File: config.mk
export PLATFORM = sky130hd
export DESIGN_NAME = star_wildcard_matcher
export DESIGN_NICKNAME = d
export VERILOG_FILES = /design/src/swm_pkg.sv /design/src/swm_cell.sv /design/src/swm_out_buf.sv /design/src/star_wildcard_matcher.sv
export SDC_FILE = /design/constraint.sdc
export NUM_CORES = 1
export LEC_CHECK = 0
export ABC_AREA = 1
export BUFFER_PORTS_ARGS = -buffer_cell sky130_fd_sc_hd__buf_2
export CAP_MARGIN = 20
export CELL_PAD_IN_SITES_DETAIL_PLACEMENT = 1
export CELL_PAD_IN_SITES_GLOBAL_PLACEMENT = 1
export CORE_ASPECT_RATIO = 0.6
export CORE_MARGIN = 10
export CORE_UTILIZATION = 35
export DETAILED_ROUTE_END_ITERATION = 12
export PLACE_DENSITY_LB_ADDON = 0.15
export SETUP_SLACK_MARGIN = 0.3
export SYNTH_ARGS = -nofsm -noshare
export SYNTH_HDL_FRONTEND = slang
export SYNTH_SLANG_ARGS = --single-unit
export TNS_END_PERCENT = 20
File: constraint.sdc
create_clock -name i_clk -period 7.1 [get_ports i_clk]
set_input_delay 0.355 -clock i_clk [delete_from_list [all_inputs] [get_ports i_clk]]
set_output_delay 0.355 -clock i_clk [all_outputs]
set_load 0.01 [all_outputs]
File: src/swm_pkg.sv
// Package for the star wildcard matcher: sizes, action codes, star byte,
// and the control struct that the top level drives into each pattern cell.
// No dependencies.
`timescale 1ns / 1ps

package swm_pkg;

    localparam int PAT_MAX = 32;
    localparam int LEN_W   = $clog2(PAT_MAX + 1);
    localparam int ACT_W   = PAT_MAX + 1;

    localparam logic [7:0] STAR_CODE = 8'd42;

    typedef enum logic [1:0] {
        ACT_CLEAR  = 2'd0,
        ACT_APPEND = 2'd1,
        ACT_TEXT   = 2'd2,
        ACT_END    = 2'd3
    } t_action;

    typedef struct packed {
        logic load;
        logic in_range;
        logic step;
        logic restart;
    } t_cell_ctrl;

endpackage

File: src/swm_cell.sv
// One pattern cell: holds one pattern byte and the raw active bit of its
// position, and hands a literal match on to the next cell.
// Depends on swm_pkg.
`timescale 1ns / 1ps

module swm_cell
    import swm_pkg::*;
(
    input  logic       i_clk,
    input  logic       i_rst_n,
    input  t_cell_ctrl i_ctrl,
    input  logic       i_seed,
    input  logic [7:0] i_code,
    input  logic       i_closed,
    input  logic       i_fwd,
    output logic       o_star,
    output logic       o_raw,
    output logic       o_fwd
);

    logic [7:0] r_byte;
    logic       r_raw;
    logic       n_raw;
    logic       w_is_star;
    logic       w_stay;

    assign w_is_star = (r_byte == STAR_CODE);
    assign o_star    = i_ctrl.in_range & w_is_star;
    assign w_stay    = i_closed & o_star;
    assign o_fwd     = i_closed & i_ctrl.in_range & ~w_is_star & (r_byte == i_code);
    assign o_raw     = r_raw;

    always_comb begin
        n_raw = r_raw;
        if (i_ctrl.restart) begin
            n_raw = i_seed;
        end else if (i_ctrl.step) begin
            n_raw = w_stay | i_fwd;
        end
    end

    always_ff @(posedge i_clk) begin
        if (i_ctrl.load) begin
            r_byte <= i_code;
        end
    end

    always_ff @(posedge i_clk) begin
        if (!i_rst_n) begin
            r_raw <= i_seed;
        end else begin
            r_raw <= n_raw;
        end
    end

endmodule

File: src/swm_out_buf.sv
// Result buffer: output register plus one skid entry, so the input side
// keeps moving while one result waits; o_full flags a full skid entry.
// Depends on swm_pkg.
`timescale 1ns / 1ps

module swm_out_buf
    import swm_pkg::*;
(
    input  logic i_clk,
    input  logic i_rst_n,
    input  logic i_push,
    input  logic i_matched,
    input  logic i_too_long,
    input  logic i_out_ready,
    output logic o_out_valid,
    output logic o_matched,
    output logic o_too_long,
    output logic o_full
);

    logic r_out_valid;
    logic r_skid_valid;
    logic r_out_matched;
    logic r_out_too_long;
    logic r_skid_matched;
    logic r_skid_too_long;
    logic w_pop;

    assign w_pop       = r_out_valid & i_out_ready;
    assign o_out_valid = r_out_valid;
    assign o_matched   = r_out_matched;
    assign o_too_long  = r_out_too_long;
    assign o_full      = r_skid_valid;

    always_ff @(posedge i_clk) begin
        if (!i_rst_n) begin
            r_out_valid  <= 1'b0;
            r_skid_valid <= 1'b0;
        end else begin
            if (!r_out_valid || w_pop) begin
                if (r_skid_valid) begin
                    r_out_valid  <= 1'b1;
                    r_skid_valid <= 1'b0;
                end else begin
                    r_out_valid <= i_push;
                end
            end else if (i_push) begin
                r_skid_valid <= 1'b1;
            end
        end
    end

    always_ff @(posedge i_clk) begin
        if (!r_out_valid || w_pop) begin
            if (r_skid_valid) begin
                r_out_matched  <= r_skid_matched;
                r_out_too_long <= r_skid_too_long;
            end else begin
                r_out_matched  <= i_matched;
                r_out_too_long <= i_too_long;
            end
        end else if (i_push) begin
            r_skid_matched  <= i_matched;
            r_skid_too_long <= i_too_long;
        end
    end

endmodule

File: src/star_wildcard_matcher.sv
// Star wildcard matcher top level: a row of pattern cells, star closure
// by one carry chain, pattern length and overflow control, result buffer.
// End-of-text registers its result in the result buffer; one transaction
// is taken per cycle unless that buffer is full; cells update per text byte.
// Reset (synchronous, active low) clears length, overflow and result buffer
// and activates position 0 only; pattern bytes are kept until rewritten.
`timescale 1ns / 1ps

module star_wildcard_matcher
    import swm_pkg::*;
(
    input  logic       i_clk,
    input  logic       i_rst_n,
    input  logic       i_in_valid,
    output logic       o_in_ready,
    input  logic [1:0] i_action,
    input  logic [7:0] i_char_code,
    output logic       o_out_valid,
    input  logic       i_out_ready,
    output logic       o_matched,
    output logic       o_too_long
);

    logic [LEN_W-1:0]   r_len;
    logic [LEN_W-1:0]   n_len;
    logic               r_ovf;
    logic               n_ovf;
    logic               r_raw_end;
    logic               n_raw_end;
    logic               w_accept;
    logic               w_full_buf;
    logic               w_store_full;
    logic               w_step;
    logic               w_restart;
    logic               w_load;
    logic               w_push;
    t_action            w_action;
    logic [PAT_MAX-1:0] w_star;
    logic [PAT_MAX-1:0] w_raw_cell;
    logic [PAT_MAX-1:0] w_fwd;
    logic [ACT_W-1:0]   w_raw;
    logic [ACT_W-1:0]   w_prop;
    logic [ACT_W-1:0]   w_gen;
    logic [ACT_W-1:0]   w_sum;
    logic [ACT_W-1:0]   w_carry;
    logic [ACT_W-1:0]   w_closed;

    assign w_action     = t_action'(i_action);
    assign o_in_ready   = ~w_full_buf;
    assign w_accept     = i_in_valid & o_in_ready;
    assign w_store_full = (r_len == LEN_W'(PAT_MAX));

    always_comb begin
        n_len     = r_len;
        n_ovf     = r_ovf;
        w_step    = 1'b0;
        w_restart = 1'b0;
        w_load    = 1'b0;
        w_push    = 1'b0;
        if (w_accept) begin
            unique case (w_action)
                ACT_CLEAR: begin
                    n_len     = '0;
                    n_ovf     = 1'b0;
                    w_restart = 1'b1;
                end
                ACT_APPEND: begin
                    if (w_store_full) begin
                        n_ovf = 1'b1;
                    end else begin
                        w_load = 1'b1;
                        n_len  = r_len + LEN_W'(1);
                    end
                    w_restart = 1'b1;
                end
                ACT_TEXT: begin
                    w_step = 1'b1;
                end
                ACT_END: begin
                    w_push    = 1'b1;
                    w_restart = 1'b1;
                end
                default: begin
                    w_step = 1'b0;
                end
            endcase
        end
    end

    // close raw active set over runs of stars as a carry chain
    assign w_raw   = {r_raw_end, w_raw_cell};
    assign w_prop  = {1'b0, w_star};
    assign w_gen   = w_prop & w_raw;
    assign w_sum   = w_prop + w_gen;
    assign w_carry = w_sum ^ w_prop ^ w_gen;
    assign w_closed = w_raw | w_carry;

    for (genvar g = 0; g < PAT_MAX; g++) begin : g_cell
        t_cell_ctrl w_ctrl;
        logic       w_fwd_in;

        assign w_ctrl.load     = w_load & (r_len == LEN_W'(g));
        assign w_ctrl.in_range = (LEN_W'(g) < r_len);
        assign w_ctrl.step     = w_step;
        assign w_ctrl.restart  = w_restart;

        if (g == 0) begin : g_first
            assign w_fwd_in = 1'b0;
        end else begin : g_rest
            assign w_fwd_in = w_fwd[g-1];
        end

        swm_cell u_cell (
            .i_clk    (i_clk),
            .i_rst_n  (i_rst_n),
            .i_ctrl   (w_ctrl),
            .i_seed   ((g == 0) ? 1'b1 : 1'b0),
            .i_code   (i_char_code),
            .i_closed (w_closed[g]),
            .i_fwd    (w_fwd_in),
            .o_star   (w_star[g]),
            .o_raw    (w_raw_cell[g]),
            .o_fwd    (w_fwd[g])
        );
    end

    always_comb begin
        n_raw_end = r_raw_end;
        if (w_restart) begin
            n_raw_end = 1'b0;
        end else if (w_step) begin
            n_raw_end = w_fwd[PAT_MAX-1];
        end
    end

    always_ff @(posedge i_clk) begin
        if (!i_rst_n) begin
            r_len     <= '0;
            r_ovf     <= 1'b0;
            r_raw_end <= 1'b0;
        end else begin
            r_len     <= n_len;
            r_ovf     <= n_ovf;
            r_raw_end <= n_raw_end;
        end
    end

    swm_out_buf u_out_buf (
        .i_clk       (i_clk),
        .i_rst_n     (i_rst_n),
        .i_push      (w_push),
        .i_matched   (~r_ovf & w_closed[r_len]),
        .i_too_long  (r_ovf),
        .i_out_ready (i_out_ready),
        .o_out_valid (o_out_valid),
        .o_matched   (o_matched),
        .o_too_long  (o_too_long),
        .o_full      (w_full_buf)
    );

endmodule

==> results of run 1 <==
-- final cells by class --
| cell class | instances | area share, % |
|---|---|---|
| tap | 682 | 4.333 |
| clock buffer | 39 | 4.301 |
| timing repair buffer | 44 | 1.563 |
| clock inverter | 18 | 0.9594 |
| sequential | 302 | 43.92 |
| inverter | 279 | 5.343 |
| multi-input combinational | 1427 | 39.58 |
-- worst paths after layout --
kind                                            start                                    to  cells past startpoint
worst min-delay path                      i_action[1]                    r_ovf$_SDFFE_PN0P_                      4
worst min register to register     r_ovf$_SDFFE_PN0P_   u_out_buf.r_skid_too_long$_DFFE_PP_                      0
worst max-delay path            r_len[0]$_SDFFE_PN0P_  g_cell[19].u_cell.o_raw$_SDFFE_PP0P_                     17
worst max register to register  r_len[0]$_SDFFE_PN0P_  g_cell[19].u_cell.o_raw$_SDFFE_PP0P_                     17
-- cell families (layout without fill, tap and decap cells) --
group                      after synthesis  in the layout  share of synthesized area, %
buffers and inverters                  330            380                         7.287
DFF                                    302            302                         48.80
and+or+nand+nor                       1049           1049                         27.63
xor gates and xnor gates               169            169                         8.353
AOI/OAI and AO/OA                      205            205                         7.647
adders and majority gates                4              4                        0.2824
-- flip-flops by register name, indices dropped and copies added, names as in the netlist --
| signal | count |
|---|---|
| g_cell.u_cell.o_raw | 32 |
| r_raw_end | 1 |
| u_out_buf.o_out_valid | 1 |
| u_out_buf.o_matched | 1 |
| r_len | 6 |
| g_cell.u_cell.r_byte | 256 |
| u_out_buf.r_skid_too_long | 1 |
| u_out_buf.r_skid_matched | 1 |
| u_out_buf.o_too_long | 1 |
| u_out_buf.o_full | 1 |
| r_ovf | 1 |
-- cell usage after synthesis (17+ instances only) --
library cell    n  area share, %
a21oi_1        53            1.5
clkbuf_1       26           0.55
dfxtp_1        42            4.7
edfxtp_1      260             44
inv_1         258            5.5
nand2_1       434            9.2
nand2_2        26           0.92
nand3_1       115            3.2
nand4_1        68            2.4
nor2_1        244            5.2
nor2_2         23           0.81
nor3_1         33           0.93
nor4_1         34            1.2
o21ai_0        43            1.2
o22ai_1        17           0.60
xnor2_1        79            3.9
xor2_1         90            4.4
-- per-layer routing --
metal,routed length (um),vias up,share of wire [%],track usage (%)
li1,-,6957,-,-
met1,35810,7580,52,35.90
met2,25800,464,37,29.42
met3,6241,55,9.1,5.698
met4,994,0,1.4,3.185
met5,0,-,0,0
-- layout by cell type, fill, tap and decap left out, types with 9 or more instances in the layout --
| cell type | synthesis | layout |
|---|---|---|
| a21oi_1 | 53 | 52 |
| a221oi_1 | 12 | 12 |
| buf_2 | 2 | 11 |
| buf_4 | 2 | 31 |
| clkbuf_16 | 0 | 32 |
| dfxtp_1 | 42 | 42 |
| edfxtp_1 | 260 | 260 |
| inv_1 | 258 | 258 |
| inv_2 | 14 | 14 |
| nand2_1 | 434 | 434 |
| nand2_2 | 26 | 26 |
| nand3_1 | 115 | 115 |
| nand3_2 | 15 | 15 |
| nand3b_1 | 9 | 9 |
| nand4_1 | 68 | 68 |
| nor2_1 | 244 | 243 |
| nor2_2 | 23 | 24 |
| nor2_4 | 13 | 13 |
| nor3_1 | 33 | 33 |
| nor4_1 | 34 | 33 |
| o211ai_1 | 13 | 13 |
| o21ai_0 | 43 | 43 |
| o22ai_1 | 17 | 17 |
| or2_2 | 11 | 11 |
| xnor2_1 | 79 | 79 |
| xor2_1 | 90 | 90 |
-- worst max-delay path: cells and delay by family (launching register included) --
| kind | cells | cell delay (ns) |
|---|---|---|
| buffers and inverters | 3 | 0.88 |
| adders and majority gates | 1 | 0.68 |
| AOI/OAI and AO/OA | 4 | 0.91 |
| and+or+nand+nor | 9 | 1.53 |
| DFF | 1 | 0.72 |
-- timing repair --
item,in CTS,in global routing
endpoints found under the hold margin,1,0
hold buffers,2,0
setup buffers,0,0
resized for setup,0,0
-- metrics by stage --
step	setup WS, ns	area [um2]	utilization [%]
final	2.305	19690	39.59
after global routing	2.025	19690	39.59
after CTS	2.524	19690	39.59
after detailed placement	2.551	18640	37.47
after global placement	2.618	18630	37.46
after floorplan	4.059	17720	-
-- power by group through the flow --
stage | logic [mW] | registers [mW] | clock network, mW
after detailed placement | 0.253 | 1.98 | 0
after floorplan | 0.137 | 1.98 | 0
after global routing | 0.277 | 1.94 | 1.83
final | 0.255 | 1.94 | 1.72
after global placement | 0.248 | 1.98 | 0
after CTS | 0.254 | 1.94 | 1.76
==> run summary, run 1 <==
The flow ran to the end, and the final reports show no timing, DRC or antenna violations. During synthesis, Yosys emitted a total of 0 warnings. The post-route worst hold slack came out at 0.06623 ns.

Across every metal layer, demand over resource in global routing totals 22.35%. Of the available clock period, the critical path in the final layout requires 67.54%. The worst setup path is launched from a register.

The number of antenna violations at the first check in global routing was 1. The number of failing hold endpoints at the final stage came out at 0. The internal portion of the total power is 2.955 mW. The aggregate global routing overflow is 0. For this run, the detailed router's first-pass iteration total came to 5. Once detail routing completed, the nets flagged for antenna violations numbered 0. At the end of the flow, the number of nets in the layout was 2,103. Combinational logic burns 6.5% of the power. The fraction of the yosys area taken by sequential cells is 48.80%. The pin count of the biggest net entering global routing came out at 41. Compared with the post-synthesis result, the final layout area differs by 11.13%.

The horizontal die dimension is 310.5 um, and the maximum cell stage delay along the critical path is 0.72 ns. The number of placed instances, taps included, is 2,732. Height of the die: 194.3 um.

The power after layout is 3.920 mW, and the number of fillers in the final layout is 5,854. Counting the buffers created by CTS gives 31. For the worst-skew pair, the clock arrives at the later sink with an insertion delay of 0.63 ns. Across all layers, the routed design uses 15,056 vias. The worst endpoint data arrival time is 5.37 ns, and the number of input and output port buffers inserted is 17. The tools report the share of power burned in the clock network as 43.9%.

0 antenna diodes ended up in the layout. TritonCTS built the clock tree. The total area inside the core boundary comes to 49,740 um2.

Setup violations remaining at the end of the flow were counted as 0. The number of enable flip-flop cells after synthesis came out at 260. Once layout is complete, the cells apart from fillers number 2,791.

The routed wirelength normalized by instance count came out at 24.67 um. Counting every instance in the synthesized netlist gives 2,059. The tightest min-delay check is of the in -> reg type. For the final database, setup skew stands at 0.03084 ns. In the final layout, the multi-input gates occupy 7795 um2.

Summing all flip-flop and latch instances after layout gives 8648 um2. Wires add up to 68.84 mm. In this run the power spent charging and discharging nets is 0.9648 mW.

The effective utilization at floorplan was 35.63%; the transition time at the pin with the least slew margin was 1.097 ns. For the reported max-cap violation count, the log shows 0. The async set-or-reset flop fraction in the synthesized netlist is 0%.

In this run the power density over the cells is 199.0 nW/um2. The count of pins over their slew limit is 0. Counting I/O delays and the setup requirement, the final critical path takes 4.795 ns.

Of the total power, the share spent switching nets is 24.61%. The average instance in the mapped netlist occupies 8.606 um2. The share of total power dissipated in sequential elements is 49.6%.

The worst setup path is captured at a register. Setup repair after global routing left no endpoint under its margin. The most used flip-flop cell after synthesis is edfxtp_1.

The floorplan die area was 60,330 um2; the largest fanout of any net on the critical path was 20. The number of design-rule violations left by the first detailed-router iteration is 1,310, and the number of cell rows is 63. Using the TritonRoute via totals, the vias-per-cell ratio works out to 5.394. IR analysis of the VDD net gives a maximum drop of 0.2056 mV. Headroom to the max-slew limit came out at 26.59%. Adding up every negative setup slack in the final design gives 0 ns.

The setup path with the least slack is of type reg -> reg. Routability-driven placement finished with a final weighted congestion of 0.9632. The run gives 51.40 mm as the estimated wirelength of the detail-placed design. The setup check on the worst reg-to-reg path leaves a slack of 2.30 ns.

After synthesis the netlist holds a flip-flop and latch count of 302. The logs give 1 for the level count of the clock H-tree and 7.453 nW for the static leakage. The signal on the critical path passes through clkinv_1 > ha_1 > o211ai_4 > nand3_1 > nor2_1 > nand2_1 > nand3_2 > inv_1 > o21ai_1 > nand3_1 > nand2_1 > nand2_1 > nor3_1 > o21ai_0 > o21ai_0 > nand2_1 > inv_1. Based on the critical path, the design can be clocked at up to 208.5 MHz.

The first global-routing pass estimated 101.4 mm of wire. The run gives 62 as the distinct cell type count of the synthesized netlist. The proportion of layout cells with a drive suffix above 1 is 10.72%. After clock tree synthesis, the clock-pin slew on the worst setup and hold paths is 0.07 ns. Standard cell with the maximum stage delay on the critical path: dfxtp_1. The logs give 2,077 for the total nets after synthesis and 15,185 for the number of global-route vias before repair.

Counting every sink on the clock net gives 302. For this run, design rule violations remaining after detail routing come to 0. The synthesized netlist occupies a cell area of 17,720 um2. Counting along the longest clock path gives a buffer depth of 3. The tools report the clock root buffer as clkbuf_16.

Data required time of the critical path: 7.67 ns. The tools report the top-level I/O count as 18. The most numerous cell type found on the critical path is nand2_1.
No activity file was read; power rests on OpenSTA's default activity.
==> run 2: changes to the inputs <==
ABC_AREA = 0   (was 1)
clock period = 4.5 ns   (was 7.1 ns; I/O delays follow)
==> run 2 against run 1 <==
Utilization is 2.7 points higher. Sequential share of layout area hardly changed. Global-route usage is 1.7 points lower.
==> run summary, run 2 <==
The run finished with clean final reports. Count of nets after finishing: 1,624 (-23%). The placed standard-cell area is 18,300 um2 (-1.8%), and the count of pins over their slew limit is 0 (unchanged). The synthesized-area fraction occupied by xor and xnor cells works out to 13.56% (+5.2 points). The cell area after technology mapping came out at 16,600 um2 (-6.3%). The endpoint type of the worst setup path is a register. The floorplan die area is 56,830 um2 (-5.8%). In the layout the commonest cells are edfxtp_1 (260), buf_4 (147), xnor2_1 (140), xor2_1 (117), nor2_1 (113). Number of cells in the design after placement: 2,195 (-20%). Relative to the synthesized area, the layout overhead comes to 18.61%. The total via count in the routed design was 13,169 (-13%).

The number of enable flip-flop cells after synthesis came out at 260 (unchanged). The tools report the clock root buffer as clkbuf_16. Horizontal die dimension: 301.2 um (-3.0%). The worst reg-to-reg path cell count was 13 (-4). Worst endpoint data arrival time: 4.46 ns (-0.91 ns).

The share of the synthesized area in the top cell type was 47.03% (+3.0 points); the number of buffers on the longest clock path was 3 (unchanged). The type of the setup path with the least slack was reg -> reg. Synthesized flop and latch total: 302 (unchanged). Instance count along the most critical hold path: 1 (-3).

The post-route worst hold slack was 0.05635 ns (-0.009886 ns); the share of synthesized area spent on multiplexers was 0.1281% (+0.13 points). Number of antenna violations at the first check in global routing: 0 (-1). For the aggregate global routing overflow, the log shows 0 (unchanged). The start of the worst register-to-register path is g_cell[3].u_cell.r_byte[6]$_DFFE_PP_.

The insertion delay to the later sink of the worst-skew pair was 0.60 ns (-0.03 ns); the number of buffers created by CTS was 30 (-3.2%). The proportion of layout cells with a drive suffix above 1 came out at 17.61% (+6.9 points). The tools report the register-to-register setup slack as 0.45 ns (-1.85 ns). The number of cell rows is 61 (-3.2%), and the level count of the clock H-tree is 1 (unchanged). The tools report the number of detailed-routing iterations run before antenna repair as 5 (unchanged). The data required time of the critical path came out at 4.91 ns (-2.76 ns).

The run gives 19,690 um2 (about the same) as the final design area excluding fillers. The final total negative setup slack came out at 0 ns (unchanged). The number of global-route vias before repair is 13,185 (-13%). The leading cell type in the layout, fill and taps excluded is edfxtp_1.

The worst hold path belongs to the class in -> reg. Kind of start point of the critical path: a register. The count of non-filler cells in the finished layout was 2,261 (-19%). Most numerous cell in the Yosys netlist: edfxtp_1. The number of failing hold endpoints at the final stage came out at 0 (unchanged). The run gives 0 (unchanged) as the reported max-cap violation count. Global-route usage over all layers: 20.65% (-1.7 points). Setup repair after global routing left no endpoint under its margin. The via count normalized by instance count is 5.824 (+8.0%), and the maximum clock rate is 247.0 MHz (+18%). The tools report the total met3 wirelength after detailed routing as 4.385 mm (-30%). The worst hold path terminates at g_cell[9].u_cell.r_byte[5]$_DFFE_PP_. The clock transition time at the flip-flop clock pins of the worst setup and hold paths works out to 0.07 ns (about the same). Among all flip-flop cells after synthesis, the most frequent one is edfxtp_1. For the routed length on met2, the log shows 23.05 mm (-11%). The post-synthesis compound-gate area fraction came out at 12.53% (+4.9 points). The adder-cell area share of the yosys netlist works out to 0.3015% (+0.019 points). Count of yosys warnings during synthesis: 0 (unchanged). The logs give 0.02467 ns (-0.006168 ns) for the worst-case clock skew and 1,281 (-2.2%) for the number of design-rule violations left by the first detailed-router iteration. The synthesized instance count came out at 1,485 (-28%). By area, the combinational part of the netlist is dominated by simple AND/OR/NAND/NOR gates. The run gives 0 (unchanged) as the final setup violation count.

Power density over the cells: 323.0 nW/um2 (+62%). For the post-route DRC violation count, the log shows 0 (unchanged). After synthesis, the cell types taking the most area are edfxtp_1 (47%), xnor2_1 (7.4%), xor2_1 (6.2%). For the static leakage, the log shows 6.287 nW (-16%). The routed length on met1 came out at 32.33 mm (-9.7%).

Height of the die: 188.7 um (-2.9%). The area of the core came out at 46,560 um2 (-6.4%). Normalized max-slew margin: 32.67% (+6.1 points). For the fraction of the yosys area taken by sequential cells, the log shows 52.09% (+3.3 points). The uppermost layer routed is met4. The run gives 60.54 mm (-12%) as the sum of routed wire length over all layers. The distinct cell type count of the synthesized netlist is 95 (+53%). The async set-or-reset flop fraction in the synthesized netlist works out to 0% (unchanged). The number of input and output port buffers inserted was 17 (unchanged); the routed wirelength normalized by instance count was 26.77 um (+8.5%).

The post-route clock period utilization works out to 89.98% (+22 points). TritonCTS built the clock tree. Number of sinks on the clock net: 302 (unchanged). The estimated wirelength of the detail-placed design is 43.49 mm (-15%), and the global-route wire length before repair is 89.80 mm (-11%). The top register by number of flip-flops is g_cell.u_cell.r_byte. The mean post-synth cell area was 11.18 um2 (+30%); the largest fanout of any net on the critical path was 5 (-75%). The number of fillers in the final layout is 5,021 (-14%), and the final weighted congestion in routability-driven placement is 0.9822 (+2.0%).

Cell type contributing the most total cell area after synthesis: edfxtp_1. The flip-flop count of the largest register, all copies and words added works out to 256 (unchanged). Start point of the worst hold path: i_char_code[5].

The run gives 1,503 (-28%) as the total nets after synthesis. The reg-to-reg critical path endpoint is u_out_buf.o_matched$_DFFE_PP_. The top-level I/O count was 18 (unchanged); the pin count of the biggest net entering global routing was 37 (-9.8%). By count the netlist is led by edfxtp_1 (260), xnor2_1 (140), xor2_1 (117), nor2_1 (114), nand2_1 (80). The transition time at the pin with the least slew margin came out at 1.008 ns (-0.08951 ns).

The basic-gate share of the synthesized area counting and, or, nand and nor cells was 18.93% (-8.7 points); the post-route minimum period was 4.049 ns (-0.7462 ns). The effective utilization at floorplan was 35.66% (about the same); the largest vdd supply drop was 0.2600 mV (+26%). The post-detailed-route count of antenna-violating nets is 0 (unchanged).
==> run 2: cell types whose count changed in the layout (fill, tap and decap cells not counted), sizes merged, moves of 10 or more <==
cell | before | now
inv | 275 | 26
a31oi | 5 | 25
nand3 | 130 | 34
nand4 | 70 | 59
xor2 | 90 | 117
a21oi | 57 | 44
nand2 | 467 | 80
o22ai | 17 | 2
xnor2 | 79 | 140
nor4bb | 0 | 26
nor4b | 0 | 37
nor4 | 36 | 46
nor2 | 280 | 114
buf | 42 | 164
==> run 2: kinds of logic (layout without fill, tap and decap cells) <==
logic type      after synthesis  in the layout
simple gates                533            533
flops                       302            302
compound gates              286            286
xor+xnor                    257            257
buf+inv                     101            246
fa+ha+maj                     4              4
mux                           2              2
other cells                   0              1
==> run 2: final cells by class <==
cell class	instances	area (um2)	share of cell area [%]
antenna	1	2.502	0.01271
clock buffer	38	802.0	4.073
clock inverter	18	274.0	1.392
inverter	25	93.84	0.4766
multi-input combinational	1082	7801	39.62
sequential	302	8652	43.94
tap	630	788.3	4.003
timing repair buffer	165	1277	6.488
==> run 2: metal layers <==
metal,GRT usage [%],up-vias
li1,-,5954
met1,33.70,6760
met2,27.32,406
met3,3.972,49
met4,3.111,0
met5,0,-
==> run 2: worst max-delay path, stage by stage, from the launching register on <==
cell and delay (ns):
edfxtp_1 0.41, nand4bb_4 0.26, or4b_4 0.52, or4_4 0.44, or4b_4 0.54, and2_2 0.30, o31a_1 0.34, nand2b_1 0.11
nor2_1 0.06, o41ai_2 0.26, buf_4 0.17, a41oi_1 0.11, buf_4 0.19, o31ai_2 0.17
==> run 2: power breakdown <==
part | internal (mW) | switching, mW | leakage [nW]
Clock | 1.66 | 1.16 | 0.520
Sequential | 3.06 | 0.0428 | 2.69
Combinational | 0.149 | 0.289 | 3.08
==> run 2: worst max path at each step <==
stage                                                     from                             to
final                     g_cell[3].u_cell.r_byte[6]$_DFFE_PP_  u_out_buf.o_matched$_DFFE_PP_
after global routing                     r_len[1]$_SDFFE_PN0P_  u_out_buf.o_matched$_DFFE_PP_
after CTS                                r_len[1]$_SDFFE_PN0P_  u_out_buf.o_matched$_DFFE_PP_
after detailed placement                 r_len[1]$_SDFFE_PN0P_  u_out_buf.o_matched$_DFFE_PP_
after global placement    g_cell[2].u_cell.r_byte[4]$_DFFE_PP_  u_out_buf.o_matched$_DFFE_PP_
after floorplan                          r_len[1]$_SDFFE_PN0P_  u_out_buf.o_matched$_DFFE_PP_
==> run 2: through the flow <==
| stage | util [%] | power (mW) | setup WS [ns] |
|---|---|---|---|
| after CTS | 41.66 | 6.404 | 0.3063 |
| after global routing | 42.29 | 6.581 | 0.2693 |
| after global placement | 39.30 | 3.575 | 0.2876 |
| final | 42.30 | 6.361 | 0.4511 |
| after floorplan | - | 3.379 | 0.4325 |
| after detailed placement | 39.30 | 3.583 | 0.3250 |
==> run 2: timing repair <==
item                       CTS  global route
pin swaps                    0             7
hold buffers                 1             0
gates resized for setup      3            44
buffers inserted             0             7
hold endpoints to repair     3             0
setup endpoints to repair    1             5
==> run 3: changes to the inputs <==
--- a/config.mk
+++ b/config.mk
@@ -20,2 +20,3 @@
 export SYNTH_HDL_FRONTEND = slang
+export SYNTH_HIERARCHICAL = 1
 export SYNTH_SLANG_ARGS = --single-unit
--- a/constraint.sdc
+++ b/constraint.sdc
@@ -3,2 +3,2 @@
 set_output_delay 0.225 -clock i_clk [all_outputs]
-set_load 0.01 [all_outputs]
+set_load 0.005 [all_outputs]
==> run 3 against run 2 <==
Global-route usage fell by 2.6 points. Combinational power rose by 25%. Wire length shrank 11%. Maximum frequency fell by 1.2%. Clock-buffer cell count is the same. Utilization decreased by 0.48 points. Via count decreased by 7.0%. Clock power is 8.5% higher. Die area grew 3.4%. Worst hold slack improved by 0.13 ns. Largest cell class unchanged. Largest power group unchanged.
==> run summary, run 3 <==
In this run the most critical hold path is launched from i_action[1]. Share of power burned in the clock network: 45.1% (+0.7 points). The via count normalized by instance count is 5.557 (-4.6%), and the level count of the clock H-tree is 2 (+1). The top-level I/O count was 18 (unchanged). The count of nets after finishing came out at 1,558 (-4.1%). The run gives 1.581 mW (+5.8%) as the switching power total. The number of failing hold endpoints at the final stage was 0 (unchanged). The horizontal die dimension was 306.4 um (+1.7%); the normalized max-slew margin was 29.20% (-3.5 points). The number of design-rule violations left by the first detailed-router iteration is 980 (-23%). The area of the core came out at 48,250 um2 (+3.6%). The clock transition time at the flip-flop clock pins of the worst setup and hold paths is 0.07 ns (about the same).

The run finished with clean final reports. The post-route minimum period came out at 4.097 ns (+0.04764 ns). Leaving out fill and tap cells, the most frequent cell in the layout is edfxtp_1.

The tools report the data required time of the critical path as 4.78 ns (-0.13 ns). The number of input and output port buffers inserted is 17 (unchanged), and the post-route worst hold slack is 0.1842 ns (+0.1279 ns). Power density over the cells: 337.4 nW/um2 (+4.5%).

Leaving out fill and tap cells, the most frequent cells in the layout are edfxtp_1 (292), xnor2_1 (259), nor2_1 (90), nand3_1 (84), buf_4 (77). Number of enable flip-flop cells after synthesis: 292 (+12%). The cell area after technology mapping is 17,220 um2 (+3.7%), and the effective utilization at floorplan is 35.70% (+0.037 points). The mean post-synth cell area is 12.33 um2 (+10%). Post-route clock period utilization: 91.03% (+1.1 points). TritonCTS built the clock tree. The instance count along the most critical hold path was 4 (+3); the number of global-route vias before repair was 12,481 (-5.3%). The worst-case clock skew was 0.02634 ns (+0.001677 ns); the routed wirelength normalized by instance count was 24.55 um (-8.3%). The async set-or-reset flop fraction in the synthesized netlist was 0% (unchanged); the proportion of layout cells with a drive suffix above 1 was 20.99% (+3.4 points).

The aggregate global routing overflow was 0 (unchanged); the number of cell rows was 62 (+1.6%). The post-detailed-route count of antenna-violating nets is 0 (unchanged). The total via count in the routed design came out at 12,243 (-7.0%).

Setup repair after global routing could not meet its margin everywhere. The synthesized flop and latch total came out at 302 (unchanged). STA classifies the critical path startpoint as a register. The tools report the post-route DRC violation count as 0 (unchanged). Among all stages on the critical path, the largest delay is contributed by a2111o_1.

The cell type contributing the most total cell area after synthesis is edfxtp_1. The fraction of the yosys area taken by sequential cells is 52.07% (about the same), and the register area is 8974 um2 (+3.7%). The number of buffers on the longest clock path was 3 (unchanged). Dominant synthesized flop cell: edfxtp_1.

The transition time at the pin with the least slew margin was 1.062 ns (+0.05452 ns); the final total negative setup slack was 0 ns (unchanged). The number of fillers in the final layout came out at 5,044 (+0.46%). The logic gate share of total power is 8.1% (+1.2 points), and the synthesized instance count is 1,397 (-5.9%). Sorting the synthesized cells by area gives the leading types as edfxtp_1 (51%), xnor2_1 (13%), nor4b_4 (4.4%). The count of pins over their slew limit is 0 (unchanged), and the sum of routed wire length over all layers is 54.09 mm (-11%). The floorplan die area was 58,780 um2 (+3.4%); the reported max-cap violation count was 0 (unchanged). Among cell families on the critical path, the largest total delay comes from compound AO/OA/AOI/OAI gates. The tools report the count of yosys warnings during synthesis as 6 (+6). The largest fanout of any net on the critical path was 20 (+15). The global-route wire length before repair is 81.61 mm (-9.1%).

By count the netlist is led by edfxtp_1 (292), xnor2_1 (259), nor2_1 (95), nand3_1 (84), nand2_1 (71). The top register by number of flip-flops was g_cell.u_cell/r_byte. Flip-flop count of the largest register, all copies and words added: 256 (unchanged). The sequential power share is 46.8% (-1.9 points), and the number of sinks on the clock net is 302 (unchanged). For the final weighted congestion in routability-driven placement, the log shows 0.8978 (-8.6%).

The switching portion of total power was 23.22% (-0.26 points). The number of buffer and inverter stages on the critical path works out to 1 (-1). In this run the critical register-to-register path is captured at u_out_buf/o_matched$_DFFE_PP_. Worst endpoint data arrival time: 4.38 ns (-0.08 ns). The class of the tightest hold or removal check is in -> reg. The run gives 0.40 ns (-0.05 ns) as the register-to-register setup slack. The height of the die was 191.8 um (+1.7%). Area used by multi-input combinational logic: 8411 um2 (+7.8%).

STA classifies the critical path endpoint as a register. Pin count of the biggest net entering global routing: 65 (+76%). The share of the synthesized area in the top cell type was 50.91% (+3.9 points). The number of detailed-routing iterations run before antenna repair was 5 (unchanged). The tools report the clock root buffer as clkbuf_16. The maximum cell stage delay along the critical path came out at 0.42 ns (-0.12 ns). The tools report the hold-critical path endpoint as r_ovf$_SDFFE_PN0P_.

Most numerous cell in the Yosys netlist: edfxtp_1. The global-route usage over all layers came out at 18.02% (-2.6 points). Start of the worst register-to-register path: r_len[5]$_SDFFE_PN0P_. The signal on the critical path passes through buf_4 > or2_2 > nor2_2 > nor2_1 > and3_2 > a21o_1 > a211o_1 > o211ai_1 > nand3_1 > o211ai_4 > nand2b_2 > a21o_2 > a2111o_1 > a41o_1 > mux2_2.

The maximum clock rate is 244.1 MHz (-1.2%). The insertion delay to the later sink of the worst-skew pair came out at 0.53 ns (-0.07 ns). The run gives 0 (unchanged) as the final setup violation count. The worst reg-to-reg path cell count works out to 15 (+2).

The number of buffers created by CTS is 34 (+13%). The number of antenna violations at the first check in global routing was 0 (unchanged); the static leakage was 6.282 nW (about the same). The estimated wirelength of the detail-placed design was 38.63 mm (-11%). The internal power of the cells came out at 5.228 mW (+7.4%). The run gives 0 (-1) as the number of antenna repair diodes. The largest vdd supply drop is 0.3657 mV (+41%), and the relative area change from synthesis to final layout is 17.14%.

Distinct cell type count of the synthesized netlist: 86 (-9.5%). The critical path is of the reg -> reg type.
==> run 3: how the worst max path moves through the flow <==
| stage | from | end | depth (start not counted) |
|---|---|---|---|
| final | r_len[5]$_SDFFE_PN0P_ | u_out_buf/o_matched$_DFFE_PP_ | 15 |
| after global routing | r_len[1]$_SDFFE_PN0P_ | u_out_buf/o_matched$_DFFE_PP_ | 17 |
| after CTS | r_len[1]$_SDFFE_PN0P_ | g_cell[30].u_cell/o_raw$_DFFE_PP_ | 18 |
| after detailed placement | r_len[1]$_SDFFE_PN0P_ | g_cell[30].u_cell/o_raw$_DFFE_PP_ | 17 |
| after global placement | r_len[1]$_SDFFE_PN0P_ | g_cell[30].u_cell/o_raw$_DFFE_PP_ | 17 |
| after floorplan | r_len[5]$_SDFFE_PN0P_ | u_out_buf/o_matched$_DFFE_PP_ | 17 |
==> run 3: power by group through the flow <==
stage | combinational (mW) | clock [mW] | sequential (mW)
after floorplan | 0.287 | 0 | 3.22
after global placement | 0.515 | 0 | 3.24
after detailed placement | 0.530 | 0 | 3.24
after CTS | 0.537 | 3.17 | 3.18
after global routing | 0.594 | 3.28 | 3.19
final | 0.548 | 3.07 | 3.19
==> run 3: stage by stage <==
stage	instances	instance area, um2	total power, mW	util, %	setup slack, ns
2_1_floorplan	1428	17350	3.504	-	0.3588
3_3_place_gp	2135	18650	3.757	38.64	0.1788
3_5_place_dp	2136	18670	3.772	38.70	0.1060
4_1_cts	2196	19940	6.886	41.33	0.2381
5_1_grt	2203	20180	7.062	41.82	0.2345
6_report	2203	20180	6.809	41.82	0.4034
==> run 3: kinds of logic (layout without fill, tap and decap cells) <==
family,count (synthesis),after routing,synth area share (%)
other,2,33,0.04360
flip-flops,302,302,52.07
multiplexers,2,2,0.1307
AO/OA/AOI/OAI,212,212,8.884
adder cells (fa/ha/maj),4,4,0.2906
XOR/XNOR,261,261,13.27
buffers and inverters,38,173,1.199
AND/OR/NAND/NOR,576,576,24.11
==> run 3: area by class of cell <==
type	instances	area share [%]
repair buffers	90	3.429
multi-input cells	1088	41.68
well taps	640	3.969
flip-flops and latches	302	44.47
clock buffers	38	4.397
clock inverters	21	1.600
inverters	24	0.4465
==> run 3: worst min-delay path, delay by kind of cell <==
kind            cells  cell delay (ns)
compound gates      1             0.08
simple gates        2             0.21
buf+inv             1             0.16
==> run 3: timing repair <==
| action | CTS | global route |
|---|---|---|
| endpoints found under the hold margin | 1 | 0 |
| endpoints found under the setup margin | 11 | 17 |
| setup buffers | 0 | 7 |
| resized for setup | 8 | 45 |
| pin swaps | 0 | 12 |
| hold buffers | 1 | 0 |
==> run 3: per-layer routing <==
metal | track usage [%] | routed length [um]
met1 | 29.14 | 29650
met3 | 3.277 | 2974
met5 | 0 | 0
met4 | 2.463 | 562
met2 | 24.47 | 20910
